===== src/rtl/free_list_entry_allocator_assert.svh =====
// Assertion macros used by the allocator datapath.
// Each use expects clk and arst_n in scope.
`ifndef FREE_LIST_ENTRY_ALLOCATOR_ASSERT_SVH
`define FREE_LIST_ENTRY_ALLOCATOR_ASSERT_SVH

// Same-cycle implication.
`define FLEA_ASSERT_NOW(label, ante, cons, msg) \
	label: assert property (@(posedge clk) disable iff (!arst_n) (ante) |-> (cons)) \
		else $error(msg);

// Next-cycle implication.
`define FLEA_ASSERT_NEXT(label, ante, cons, msg) \
	label: assert property (@(posedge clk) disable iff (!arst_n) (ante) |=> (cons)) \
		else $error(msg);

`endif


===== src/rtl/fle_alloc_pkg.sv =====
`timescale 1ns / 1ps

package fle_alloc_pkg;

	localparam int DEFAULT_POOL_SIZE = 256;
	localparam int MAX_ENTRIES = 256;
	localparam int LINK_W = 9;
	localparam int CMD_W = 3;
	localparam int ENT_W = 8;

	typedef logic [LINK_W-1:0] link_t;
	typedef logic [LINK_W-1:0] cnt_t;
	typedef logic [CMD_W-1:0] cmd_code_t;
	typedef logic [ENT_W-1:0] ent_t;

	localparam link_t NULL_LINK = link_t'(MAX_ENTRIES);

	// Command codes
	localparam cmd_code_t CMD_ALLOC_ONE = 3'd0;
	localparam cmd_code_t CMD_ALLOC_LIST = 3'd1;
	localparam cmd_code_t CMD_FREE_ONE = 3'd2;
	localparam cmd_code_t CMD_FREE_LIST = 3'd3;
	localparam cmd_code_t CMD_WRITE_LINK = 3'd4;

	typedef enum logic [1:0] {
		ST_OK = 2'd0,
		ST_EXHAUSTED = 2'd1,
		ST_INVALID = 2'd2
	} status_t;

	// Datapath operations issued by the controller
	typedef enum logic [3:0] {
		OP_NONE = 4'd0,
		OP_CLEAR = 4'd1,
		OP_LOAD = 4'd2,
		OP_STEP = 4'd3,
		OP_POP = 4'd4,
		OP_CUT = 4'd5,
		OP_PUSH = 4'd6,
		OP_SPLICE = 4'd7,
		OP_LINK = 4'd8,
		OP_REPORT = 4'd9
	} op_t;

	typedef struct packed {
		op_t op;
		status_t st;
	} ctrl_cmd_t;

	typedef struct packed {
		cmd_code_t cmd;
		logic no_free;
		logic all_free;
		logic head_bad;
		logic len_zero;
		logic len_over;
		logic ent_bad;
		logic tgt_bad;
		logic run_done;
		logic link_null;
		logic link_bad;
		logic walk_over;
		logic clr_last;
		logic out_free;
	} dp_stat_t;

	function automatic int entry_count(input int pool);
		return (pool < MAX_ENTRIES) ? pool : MAX_ENTRIES;
	endfunction

endpackage


===== src/rtl/fle_alloc_ram.sv =====
`timescale 1ns / 1ps

module fle_alloc_ram #(
	parameter int WIDTH = 9,
	parameter int DEPTH = 256
) (
	input logic clk,
	input logic we,
	input logic [$clog2(DEPTH)-1:0] waddr,
	input logic [WIDTH-1:0] wdata,
	input logic [$clog2(DEPTH)-1:0] raddr,
	output logic [WIDTH-1:0] rdata
);

	logic [WIDTH-1:0] mem [DEPTH];
	logic [WIDTH-1:0] rdata_q;

	always_ff @(posedge clk) begin
		if (we) begin
			mem[waddr] <= wdata;
		end
		rdata_q <= mem[raddr];
	end

	assign rdata = rdata_q;

endmodule


===== src/rtl/fle_alloc_ctrl.sv =====
`timescale 1ns / 1ps

module fle_alloc_ctrl (
	input logic clk,
	input logic arst_n,
	input logic in_valid,
	output logic in_ready,
	input fle_alloc_pkg::dp_stat_t stat,
	output fle_alloc_pkg::ctrl_cmd_t ctrl
);

	typedef enum logic [4:0] {
		S_CLEAR = 5'b00001,
		S_IDLE = 5'b00010,
		S_EXEC = 5'b00100,
		S_WALK_ALLOC = 5'b01000,
		S_WALK_FREE = 5'b10000
	} state_t;

	state_t state_q;
	state_t state_d;

	logic fin;
	fle_alloc_pkg::op_t fin_op;
	fle_alloc_pkg::status_t fin_st;
	logic step;
	logic alloc_walk;
	logic free_walk;

	always_comb begin
		fin = 1'b0;
		fin_op = fle_alloc_pkg::OP_REPORT;
		fin_st = fle_alloc_pkg::ST_OK;
		alloc_walk = 1'b0;
		free_walk = 1'b0;
		if (state_q == S_EXEC) begin
			case (stat.cmd)
				fle_alloc_pkg::CMD_ALLOC_ONE: begin
					fin = 1'b1;
					if (stat.no_free || stat.head_bad) begin
						fin_st = fle_alloc_pkg::ST_EXHAUSTED;
					end else begin
						fin_op = fle_alloc_pkg::OP_POP;
					end
				end
				fle_alloc_pkg::CMD_ALLOC_LIST: begin
					if (stat.len_zero) begin
						fin = 1'b1;
					end else if (stat.len_over || stat.head_bad) begin
						fin = 1'b1;
						fin_st = fle_alloc_pkg::ST_EXHAUSTED;
					end else begin
						alloc_walk = 1'b1;
					end
				end
				fle_alloc_pkg::CMD_FREE_ONE: begin
					fin = 1'b1;
					if (stat.all_free || stat.ent_bad) begin
						fin_st = fle_alloc_pkg::ST_INVALID;
					end else begin
						fin_op = fle_alloc_pkg::OP_PUSH;
					end
				end
				fle_alloc_pkg::CMD_FREE_LIST: begin
					if (stat.all_free || stat.ent_bad) begin
						fin = 1'b1;
						fin_st = fle_alloc_pkg::ST_INVALID;
					end else begin
						free_walk = 1'b1;
					end
				end
				fle_alloc_pkg::CMD_WRITE_LINK: begin
					fin = 1'b1;
					if (stat.ent_bad || stat.tgt_bad) begin
						fin_st = fle_alloc_pkg::ST_INVALID;
					end else begin
						fin_op = fle_alloc_pkg::OP_LINK;
					end
				end
				default: begin
					fin = 1'b1;
				end
			endcase
		end
		if (state_q == S_WALK_ALLOC) begin
			alloc_walk = 1'b1;
		end
		if (state_q == S_WALK_FREE) begin
			free_walk = 1'b1;
		end
	end

	// Clear, load, finish; walks end at run or list end, stop on bad link/overrun
	always_comb begin
		step = 1'b0;
		state_d = state_q;
		ctrl.op = fle_alloc_pkg::OP_NONE;
		ctrl.st = fle_alloc_pkg::ST_OK;
		case (state_q)
			S_CLEAR: begin
				ctrl.op = fle_alloc_pkg::OP_CLEAR;
				if (stat.clr_last) begin
					state_d = S_IDLE;
				end
			end
			S_IDLE: begin
				if (in_valid) begin
					ctrl.op = fle_alloc_pkg::OP_LOAD;
					state_d = S_EXEC;
				end
			end
			S_EXEC, S_WALK_ALLOC, S_WALK_FREE: begin
				if (alloc_walk) begin
					if (stat.run_done) begin
						ctrl.op = fle_alloc_pkg::OP_CUT;
					end else if (stat.link_bad) begin
						ctrl.op = fle_alloc_pkg::OP_REPORT;
						ctrl.st = fle_alloc_pkg::ST_EXHAUSTED;
					end else begin
						step = 1'b1;
						state_d = S_WALK_ALLOC;
					end
				end else if (free_walk) begin
					if (stat.link_null) begin
						ctrl.op = fle_alloc_pkg::OP_SPLICE;
					end else if (stat.walk_over || stat.link_bad) begin
						ctrl.op = fle_alloc_pkg::OP_REPORT;
						ctrl.st = fle_alloc_pkg::ST_INVALID;
					end else begin
						step = 1'b1;
						state_d = S_WALK_FREE;
					end
				end else if (fin) begin
					ctrl.op = fin_op;
					ctrl.st = fin_st;
				end
				if (step) begin
					ctrl.op = fle_alloc_pkg::OP_STEP;
				end else if (!stat.out_free) begin
					// hold until the result slot drains
					ctrl.op = fle_alloc_pkg::OP_NONE;
					ctrl.st = fle_alloc_pkg::ST_OK;
				end else begin
					state_d = S_IDLE;
				end
			end
			default: begin
				state_d = S_IDLE;
			end
		endcase
	end

	always_ff @(posedge clk or negedge arst_n) begin
		if (!arst_n) begin
			state_q <= S_CLEAR;
		end else begin
			state_q <= state_d;
		end
	end

	assign in_ready = (state_q == S_IDLE);

endmodule


===== src/rtl/fle_alloc_dp.sv =====
`timescale 1ns / 1ps
`include "free_list_entry_allocator_assert.svh"

module fle_alloc_dp #(
	parameter int POOL_SIZE = fle_alloc_pkg::DEFAULT_POOL_SIZE
) (
	input logic clk,
	input logic arst_n,
	input fle_alloc_pkg::ctrl_cmd_t ctrl,
	output fle_alloc_pkg::dp_stat_t stat,
	input fle_alloc_pkg::cmd_code_t command,
	input fle_alloc_pkg::ent_t entry_index,
	input fle_alloc_pkg::cnt_t list_length,
	input fle_alloc_pkg::link_t link_target,
	output logic out_valid,
	input logic out_ready,
	output fle_alloc_pkg::link_t result_index,
	output fle_alloc_pkg::cnt_t free_count,
	output logic [1:0] status
);

	localparam int ENTRY_COUNT = fle_alloc_pkg::entry_count(POOL_SIZE);
	localparam int ADDR_W = $clog2(ENTRY_COUNT);
	localparam fle_alloc_pkg::link_t EC_L = fle_alloc_pkg::link_t'(ENTRY_COUNT);
	localparam logic [ADDR_W-1:0] LAST_ADDR = ADDR_W'(ENTRY_COUNT - 1);

	fle_alloc_pkg::cmd_code_t cmd_q;
	fle_alloc_pkg::ent_t ent_q;
	fle_alloc_pkg::cnt_t len_q;
	fle_alloc_pkg::link_t tgt_q;
	fle_alloc_pkg::link_t head_q;
	fle_alloc_pkg::link_t head_d;
	fle_alloc_pkg::cnt_t count_q;
	fle_alloc_pkg::cnt_t count_d;
	fle_alloc_pkg::cnt_t u_q;
	fle_alloc_pkg::cnt_t in_use;
	logic [ADDR_W-1:0] cur_q;
	logic [ADDR_W-1:0] clr_q;

	logic ram_we;
	logic [ADDR_W-1:0] ram_waddr;
	fle_alloc_pkg::link_t ram_wdata;
	logic [ADDR_W-1:0] ram_raddr;
	fle_alloc_pkg::link_t ram_rdata;

	logic out_valid_q;
	fle_alloc_pkg::link_t result_q;
	fle_alloc_pkg::cnt_t free_count_q;
	fle_alloc_pkg::status_t status_q;
	logic load_out;
	logic out_free;
	fle_alloc_pkg::link_t res_d;

	fle_alloc_ram #(
		.WIDTH(fle_alloc_pkg::LINK_W),
		.DEPTH(ENTRY_COUNT)
	) u_link_ram (
		.clk(clk),
		.we(ram_we),
		.waddr(ram_waddr),
		.wdata(ram_wdata),
		.raddr(ram_raddr),
		.rdata(ram_rdata)
	);

	// Read address: first link of the operation on load, the link just read on a step
	always_comb begin
		case (ctrl.op)
			fle_alloc_pkg::OP_LOAD: begin
				if (command == fle_alloc_pkg::CMD_FREE_LIST) begin
					ram_raddr = entry_index[ADDR_W-1:0];
				end else begin
					ram_raddr = head_q[ADDR_W-1:0];
				end
			end
			fle_alloc_pkg::OP_STEP: ram_raddr = ram_rdata[ADDR_W-1:0];
			default: ram_raddr = cur_q;
		endcase
	end

	always_comb begin
		ram_we = 1'b0;
		ram_waddr = cur_q;
		ram_wdata = fle_alloc_pkg::NULL_LINK;
		head_d = head_q;
		count_d = count_q;
		case (ctrl.op)
			fle_alloc_pkg::OP_CLEAR: begin
				ram_we = 1'b1;
				ram_waddr = clr_q;
				if (clr_q != LAST_ADDR) begin
					ram_wdata = fle_alloc_pkg::link_t'(clr_q) + fle_alloc_pkg::link_t'(1);
				end
			end
			fle_alloc_pkg::OP_POP: begin
				ram_we = 1'b1;
				ram_waddr = head_q[ADDR_W-1:0];
				head_d = ram_rdata;
				count_d = count_q - fle_alloc_pkg::cnt_t'(1);
			end
			fle_alloc_pkg::OP_CUT: begin
				ram_we = 1'b1;
				head_d = ram_rdata;
				count_d = count_q - len_q;
			end
			fle_alloc_pkg::OP_PUSH: begin
				ram_we = 1'b1;
				ram_waddr = ent_q[ADDR_W-1:0];
				ram_wdata = head_q;
				head_d = fle_alloc_pkg::link_t'(ent_q);
				count_d = count_q + fle_alloc_pkg::cnt_t'(1);
			end
			fle_alloc_pkg::OP_SPLICE: begin
				ram_we = 1'b1;
				ram_wdata = head_q;
				head_d = fle_alloc_pkg::link_t'(ent_q);
				count_d = count_q + u_q;
			end
			fle_alloc_pkg::OP_LINK: begin
				ram_we = 1'b1;
				ram_waddr = ent_q[ADDR_W-1:0];
				ram_wdata = tgt_q;
			end
			default: begin
			end
		endcase
	end

	assign load_out = ctrl.op inside {fle_alloc_pkg::OP_POP, fle_alloc_pkg::OP_CUT,
		fle_alloc_pkg::OP_PUSH, fle_alloc_pkg::OP_SPLICE, fle_alloc_pkg::OP_LINK,
		fle_alloc_pkg::OP_REPORT};
	assign res_d = (ctrl.op == fle_alloc_pkg::OP_POP || ctrl.op == fle_alloc_pkg::OP_CUT) ?
		head_q : fle_alloc_pkg::NULL_LINK;
	assign out_free = !out_valid_q || out_ready;
	assign in_use = EC_L - count_q;

	always_ff @(posedge clk or negedge arst_n) begin
		if (!arst_n) begin
			head_q <= '0;
			count_q <= EC_L;
			clr_q <= '0;
			out_valid_q <= 1'b0;
		end else begin
			head_q <= head_d;
			count_q <= count_d;
			if (ctrl.op == fle_alloc_pkg::OP_CLEAR) begin
				clr_q <= clr_q + 1'b1;
			end
			if (load_out) begin
				out_valid_q <= 1'b1;
			end else if (out_ready) begin
				out_valid_q <= 1'b0;
			end
		end
	end

	always_ff @(posedge clk) begin
		if (ctrl.op == fle_alloc_pkg::OP_LOAD) begin
			cmd_q <= command;
			ent_q <= entry_index;
			len_q <= list_length;
			tgt_q <= link_target;
			u_q <= fle_alloc_pkg::cnt_t'(1);
			if (command == fle_alloc_pkg::CMD_FREE_LIST) begin
				cur_q <= entry_index[ADDR_W-1:0];
			end else begin
				cur_q <= head_q[ADDR_W-1:0];
			end
		end else if (ctrl.op == fle_alloc_pkg::OP_STEP) begin
			cur_q <= ram_rdata[ADDR_W-1:0];
			u_q <= u_q + fle_alloc_pkg::cnt_t'(1);
		end
		if (load_out) begin
			result_q <= res_d;
			free_count_q <= count_d;
			status_q <= ctrl.st;
		end
	end

	always_comb begin
		stat.cmd = cmd_q;
		stat.no_free = (count_q == '0);
		stat.all_free = (count_q >= EC_L);
		stat.head_bad = (head_q >= EC_L);
		stat.len_zero = (len_q == '0);
		stat.len_over = (len_q > count_q);
		stat.ent_bad = (fle_alloc_pkg::link_t'(ent_q) >= EC_L);
		stat.tgt_bad = (tgt_q != fle_alloc_pkg::NULL_LINK) && (tgt_q >= EC_L);
		stat.run_done = (u_q == len_q);
		stat.link_null = (ram_rdata == fle_alloc_pkg::NULL_LINK);
		stat.link_bad = (ram_rdata >= EC_L);
		stat.walk_over = (u_q >= in_use);
		stat.clr_last = (clr_q == LAST_ADDR);
		stat.out_free = out_free;
	end

	assign out_valid = out_valid_q;
	assign result_index = result_q;
	assign free_count = free_count_q;
	assign status = status_q;

	`FLEA_ASSERT_NOW(a_count_bound, 1'b1, count_q <= EC_L, "free count above pool size")
	`FLEA_ASSERT_NOW(a_no_overwrite, load_out, out_free, "result overwritten before taken")
	`FLEA_ASSERT_NOW(a_result_ok, load_out && (res_d != fle_alloc_pkg::NULL_LINK), ctrl.st == fle_alloc_pkg::ST_OK, "entry returned with error status")
	`FLEA_ASSERT_NEXT(a_clear_quiet, ctrl.op == fle_alloc_pkg::OP_CLEAR, (head_q == '0) && (count_q == EC_L), "free list moved during link clear")

endmodule


===== src/rtl/free_list_entry_allocator.sv =====
// Free-list entry allocator: hands out and takes back entries of a fixed pool
// of min(POOL_SIZE, 256) entries, with a link memory holding one next index per
// entry and 256 as the null link. Each input transaction carries one command
// (alloc one, alloc list, free one, free list, write link) and yields exactly one
// result transaction with the allocated index (or 256), the free count after the
// operation, and a status (ok, pool exhausted, invalid free or link write); a
// failing command changes nothing. Timing: after reset the link memory is
// initialized by a sweep of one entry per cycle, with in_ready low. Alloc one,
// free one, write link and the unknown codes finish in the state after accept,
// with at most one write of the link memory. Alloc list of N entries and free
// list of an L-entry client list read the link memory once per walked link,
// the registered read port feeding the next address. The block accepts the
// next transaction in the cycle after a result is registered, while that
// result may still wait for out_ready; it only holds an operation's finish
// while the output register is occupied.
`timescale 1ns / 1ps

module free_list_entry_allocator #(
	parameter int POOL_SIZE = fle_alloc_pkg::DEFAULT_POOL_SIZE
) (
	input logic clk,
	input logic arst_n,
	input logic in_valid,
	output logic in_ready,
	input fle_alloc_pkg::cmd_code_t command,
	input fle_alloc_pkg::ent_t entry_index,
	input fle_alloc_pkg::cnt_t list_length,
	input fle_alloc_pkg::link_t link_target,
	output logic out_valid,
	input logic out_ready,
	output fle_alloc_pkg::link_t result_index,
	output fle_alloc_pkg::cnt_t free_count,
	output logic [1:0] status
);

	// Controller/datapath handshake: operation strobe down, decoded flags up
	fle_alloc_pkg::ctrl_cmd_t ctrl;
	fle_alloc_pkg::dp_stat_t stat;

	// Sequence each transaction: clear sweep, load, check, walk, finish
	fle_alloc_ctrl u_ctrl (
		.clk(clk),
		.arst_n(arst_n),
		.in_valid(in_valid),
		.in_ready(in_ready),
		.stat(stat),
		.ctrl(ctrl)
	);

	// Hold the free list head and count, the link memory and the result register
	fle_alloc_dp #(
		.POOL_SIZE(POOL_SIZE)
	) u_dp (
		.clk(clk),
		.arst_n(arst_n),
		.ctrl(ctrl),
		.stat(stat),
		.command(command),
		.entry_index(entry_index),
		.list_length(list_length),
		.link_target(link_target),
		.out_valid(out_valid),
		.out_ready(out_ready),
		.result_index(result_index),
		.free_count(free_count),
		.status(status)
	);

endmodule

===== config.mk =====
export PLATFORM = sky130hd
export DESIGN_NAME = free_list_entry_allocator
export DESIGN_NICKNAME = d
export VERILOG_FILES = /design/src/rtl/fle_alloc_pkg.sv /design/src/rtl/fle_alloc_ram.sv /design/src/rtl/fle_alloc_ctrl.sv /design/src/rtl/fle_alloc_dp.sv /design/src/rtl/free_list_entry_allocator.sv
export VERILOG_INCLUDE_DIRS = /design/src /design/src/rtl
export SDC_FILE = /design/constraint.sdc
export NUM_CORES = 2
export LEC_CHECK = 0
export ABC_AREA = 1
export CORE_ASPECT_RATIO = 1.4
export CORE_MARGIN = 5
export CORE_UTILIZATION = 35
export CTS_BUF_LIST = sky130_fd_sc_hd__clkbuf_16
export CTS_CLUSTER_DIAMETER = 120
export DETAILED_ROUTE_END_ITERATION = 10
export DONT_BUFFER_PORTS = 1
export PLACE_DENSITY = 0.59
export SETUP_SLACK_MARGIN = 0.4
export SKIP_LAST_GASP = 1
export SYNTH_ARGS = -nofsm -noshare
export SYNTH_HDL_FRONTEND = slang
export SYNTH_SLANG_ARGS = --single-unit
export TNS_END_PERCENT = 100

===== constraint.sdc =====
create_clock -name clk -period 23.5 [get_ports clk]
set_input_delay 2.35 -clock clk [delete_from_list [all_inputs] [get_ports clk]]
set_output_delay 2.35 -clock clk [all_outputs]
set_load 0.01 [all_outputs]

==> reports/metrics.yaml <==
status: "complete, no violations"
num_rows: 242
clock_sinks: 2411
rsz0062_at_grt: "false"
dpl.hpwl_mm: 189
area_growth_pct: 9.90
ctsHoldBuffers: 0
crit_type: "reg -> reg"
hp-class: "reg -> reg"
grt_pass1_wl_mm: 482
yosysSeqAreaShare_pct: 66.1
synth_mux_area_share_pct: 0
hp-start: "u_dp.head_q[7]"
period_needed_ns: 8.40
final_core_util_pct: 38.6
firstDrtPassIters: 7
arrival_ns: 9.23
hold_depth: 2
r2r-start: "u_dp.count_q[1]"
pin_count: 55
cts_made_buffers: 224
cts_buffer_depth: 4
post_cts_resized: 0
async_flop_share_pct: 1.33
layout.nets: 10200
final_cells: 14400
root_buffer: "clkbuf_16"
grt_antenna_before_repair: 8
synth_compound_area_share_pct: 3.04
crit_slowest_cell: "buf_4"
wl_met3_mm: 22.7
cpMostUsedCell: "nand3_1"
tns_ns: 0
worst_pin_slew_ns: 1.32
m1WireLength_mm: 119
worstSetupStartpointType: "flop"
drcViolationCount: 0
io_buffers: 0
vias: 76100
via_per_inst: 5.27
ff2ff_setup_slack_ns: 15.10
insertion_delay_ns: 0.92
initial_core_util_pct: 35.1
min_period_over_period_pct: 35.8
hold_viol: 0
clock.fmax_mhz: 119
synthSimpleGateAreaFrac_pct: 20.5
first_global_vias: 73700
place_area_um2: 113000
die_w_um: 482
syn-cell-area_um2: 109000
synth-xor-area-share_pct: 0.169
postCtsSetupBuffers: 0
drt_iter0_drc: 7754
critPathRequiredTime_ns: 24.32
tritoncts: "done"
path_clk_slew_ns: 0.07
grt_usage_pct: 19.6
fill_cells: 29700
place.gp.congestion: 0.910
dieArea_um2: 323000
relSlewSlack_pct: 12.1
drv_slew: 0
hold_end: "u_dp.head_q[7]"
drive_above_1_share_pct: 5.49
grt_max_degree: 251
cts_max_level: 4
top_layer: "met5"
cp_max_fo: 124
final_area_um2: 120000
max_stage_delay_ns: 0.84
syn_avg_cell_area_um2: 10.4
r2r_end: "u_dp.u_link_ram.rdata[2]"
yosysWarnings: 0
synth_top_family_by_area: "simple AND/OR/NAND/NOR gates"
peakVddDrop_mv: 0.0852
synthCells: 10500
endpoint_kind: "flop"
synth_cell_types: 59
route.met2.wl_mm: 160
wl_mm: 328
die_y_um: 670
wl_per_cell_um: 22.7
finalSetupViolCount: 0
synthFlopType: "edfxtp_1"
synthAdderAreaFrac_pct: 0.393
hold_ws_ns: 0.512
gr-total-overflow: 0
antenna_left: 0
syn_nets: 10500
core_um2: 310000
clock_skew_ns: 0.0700
synth-edff-count: 2361
r2r_cells: 30
dp.cells: 14000
synth_seq_cells: 2411
drv_cap: 0
leakage_uw: 0.0476
p_per_area_nw_per_um2: 114
flip-flops by register name, summed over array words and instances, names as in the netlist, 5 cells and up:
signal                 cells
u_dp.tgt_q                 9
u_dp.u_q                   9
u_dp.cur_q                 8
u_ctrl.state_q             5
u_dp.head_q                9
u_dp.free_count            9
u_dp.result_index          9
u_dp.u_link_ram.mem     2304
u_dp.len_q                 9
u_dp.clr_q                 8
u_dp.ent_q                 8
u_dp.count_q               9
u_dp.u_link_ram.rdata      9
cell usage after synthesis, types with 9 or more instances:
cell | instances | share of area, %
buf_1 | 48 | 0.17
a21oi_1 | 40 | 0.18
xor2_1 | 15 | 0.12
nand2_2 | 22 | 0.13
nand4_1 | 763 | 4.4
o221ai_1 | 13 | 0.10
clkbuf_1 | 468 | 1.6
nor3_1 | 13 | 0.060
nor2_1 | 314 | 1.1
a22oi_1 | 9 | 0.062
nand2_1 | 1591 | 5.5
edfxtp_1 | 2361 | 65
nand3_2 | 21 | 0.19
inv_1 | 2016 | 6.9
dfrtp_1 | 30 | 0.69
dfxtp_1 | 18 | 0.33
o211ai_1 | 137 | 0.94
buf_2 | 183 | 0.84
inv_2 | 24 | 0.083
o21ai_0 | 306 | 1.4
ha_1 | 31 | 0.36
nand3_1 | 1926 | 8.8
layout make-up:
type | instances | area (um^2) | area share (%)
multi-input cells | 5292 | 26500 | 22.1
repair buffers | 117 | 1070 | 0.890
well taps | 4148 | 5190 | 4.33
clock buffers | 228 | 5710 | 4.76
inverters | 2046 | 7720 | 6.44
diodes | 4 | 10.0 | 0.00836
clock inverters | 180 | 1530 | 1.27
flip-flops and latches | 2411 | 72100 | 60.2
how the worst max path moves through the flow:
stage / to / cells after the start / start
after floorplan: u_dp.u_link_ram.mem[0][0] / 4 / u_ctrl.state_q[0]
after global placement: u_dp.u_link_ram.rdata[6] / 19 / in_valid
after detailed placement: u_dp.u_link_ram.rdata[6] / 19 / in_valid
after CTS: u_dp.u_link_ram.rdata[0] / 28 / u_dp.count_q[1]
after global routing: u_dp.u_link_ram.rdata[7] / 31 / u_dp.count_q[1]
final: u_dp.u_link_ram.rdata[2] / 30 / u_dp.count_q[1]
worst max-delay path: cells and delay by family, from the launching register on:
kind,cells,cell delay [ns]
adders and majority gates,3,0.81
AOI/OAI and AO/OA,1,0.21
and+or+nand+nor,20,3.04
DFF,1,0.44
buffers and inverters,6,3.40
kinds of logic after synthesis:
logic type               Yosys count
AO/OA/AOI/OAI                    545
XOR/XNOR                          21
adder cells (fa/ha/maj)           33
buffers and inverters           2754
flip-flops                      2411
AND/OR/NAND/NOR                 4693
power by group:
group          internal (uW)  switching, uW
Sequential              4960           76.1
Clock                   2040           1620
Combinational           1180           3790
Total                   8180           5490
routing by layer:
layer  GRT usage, %  vias to the layer above
met5              0                        -
met4           13.1                        4
met3           2.88                      812
met2           33.3                     3234
met1           23.0                    37100
li1               -                    34900
cells in the final DEF, fill, tap and decap left out, types with 31 or more instances in the layout:
cell       count
inv_1       2060
a21oi_1       39
nand4_1      763
nand2_1     1590
nand3_1     1921
buf_4        102
o211ai_1     137
ha_1          31
clkbuf_16    228
clkinv_2      43
o21ai_0      305
nor2_1       314
clkinv_1      49
edfxtp_1    2361
stage by stage:
stage	setup WS (ns)	power (uW)
detailed placement	14.73	10100
global route	14.64	14200
CTS	15.13	13700
floorplan	9.42	8290
global placement	14.82	10000
finish	15.10	13700
Note: power is estimated with default switching activity, not from simulation.
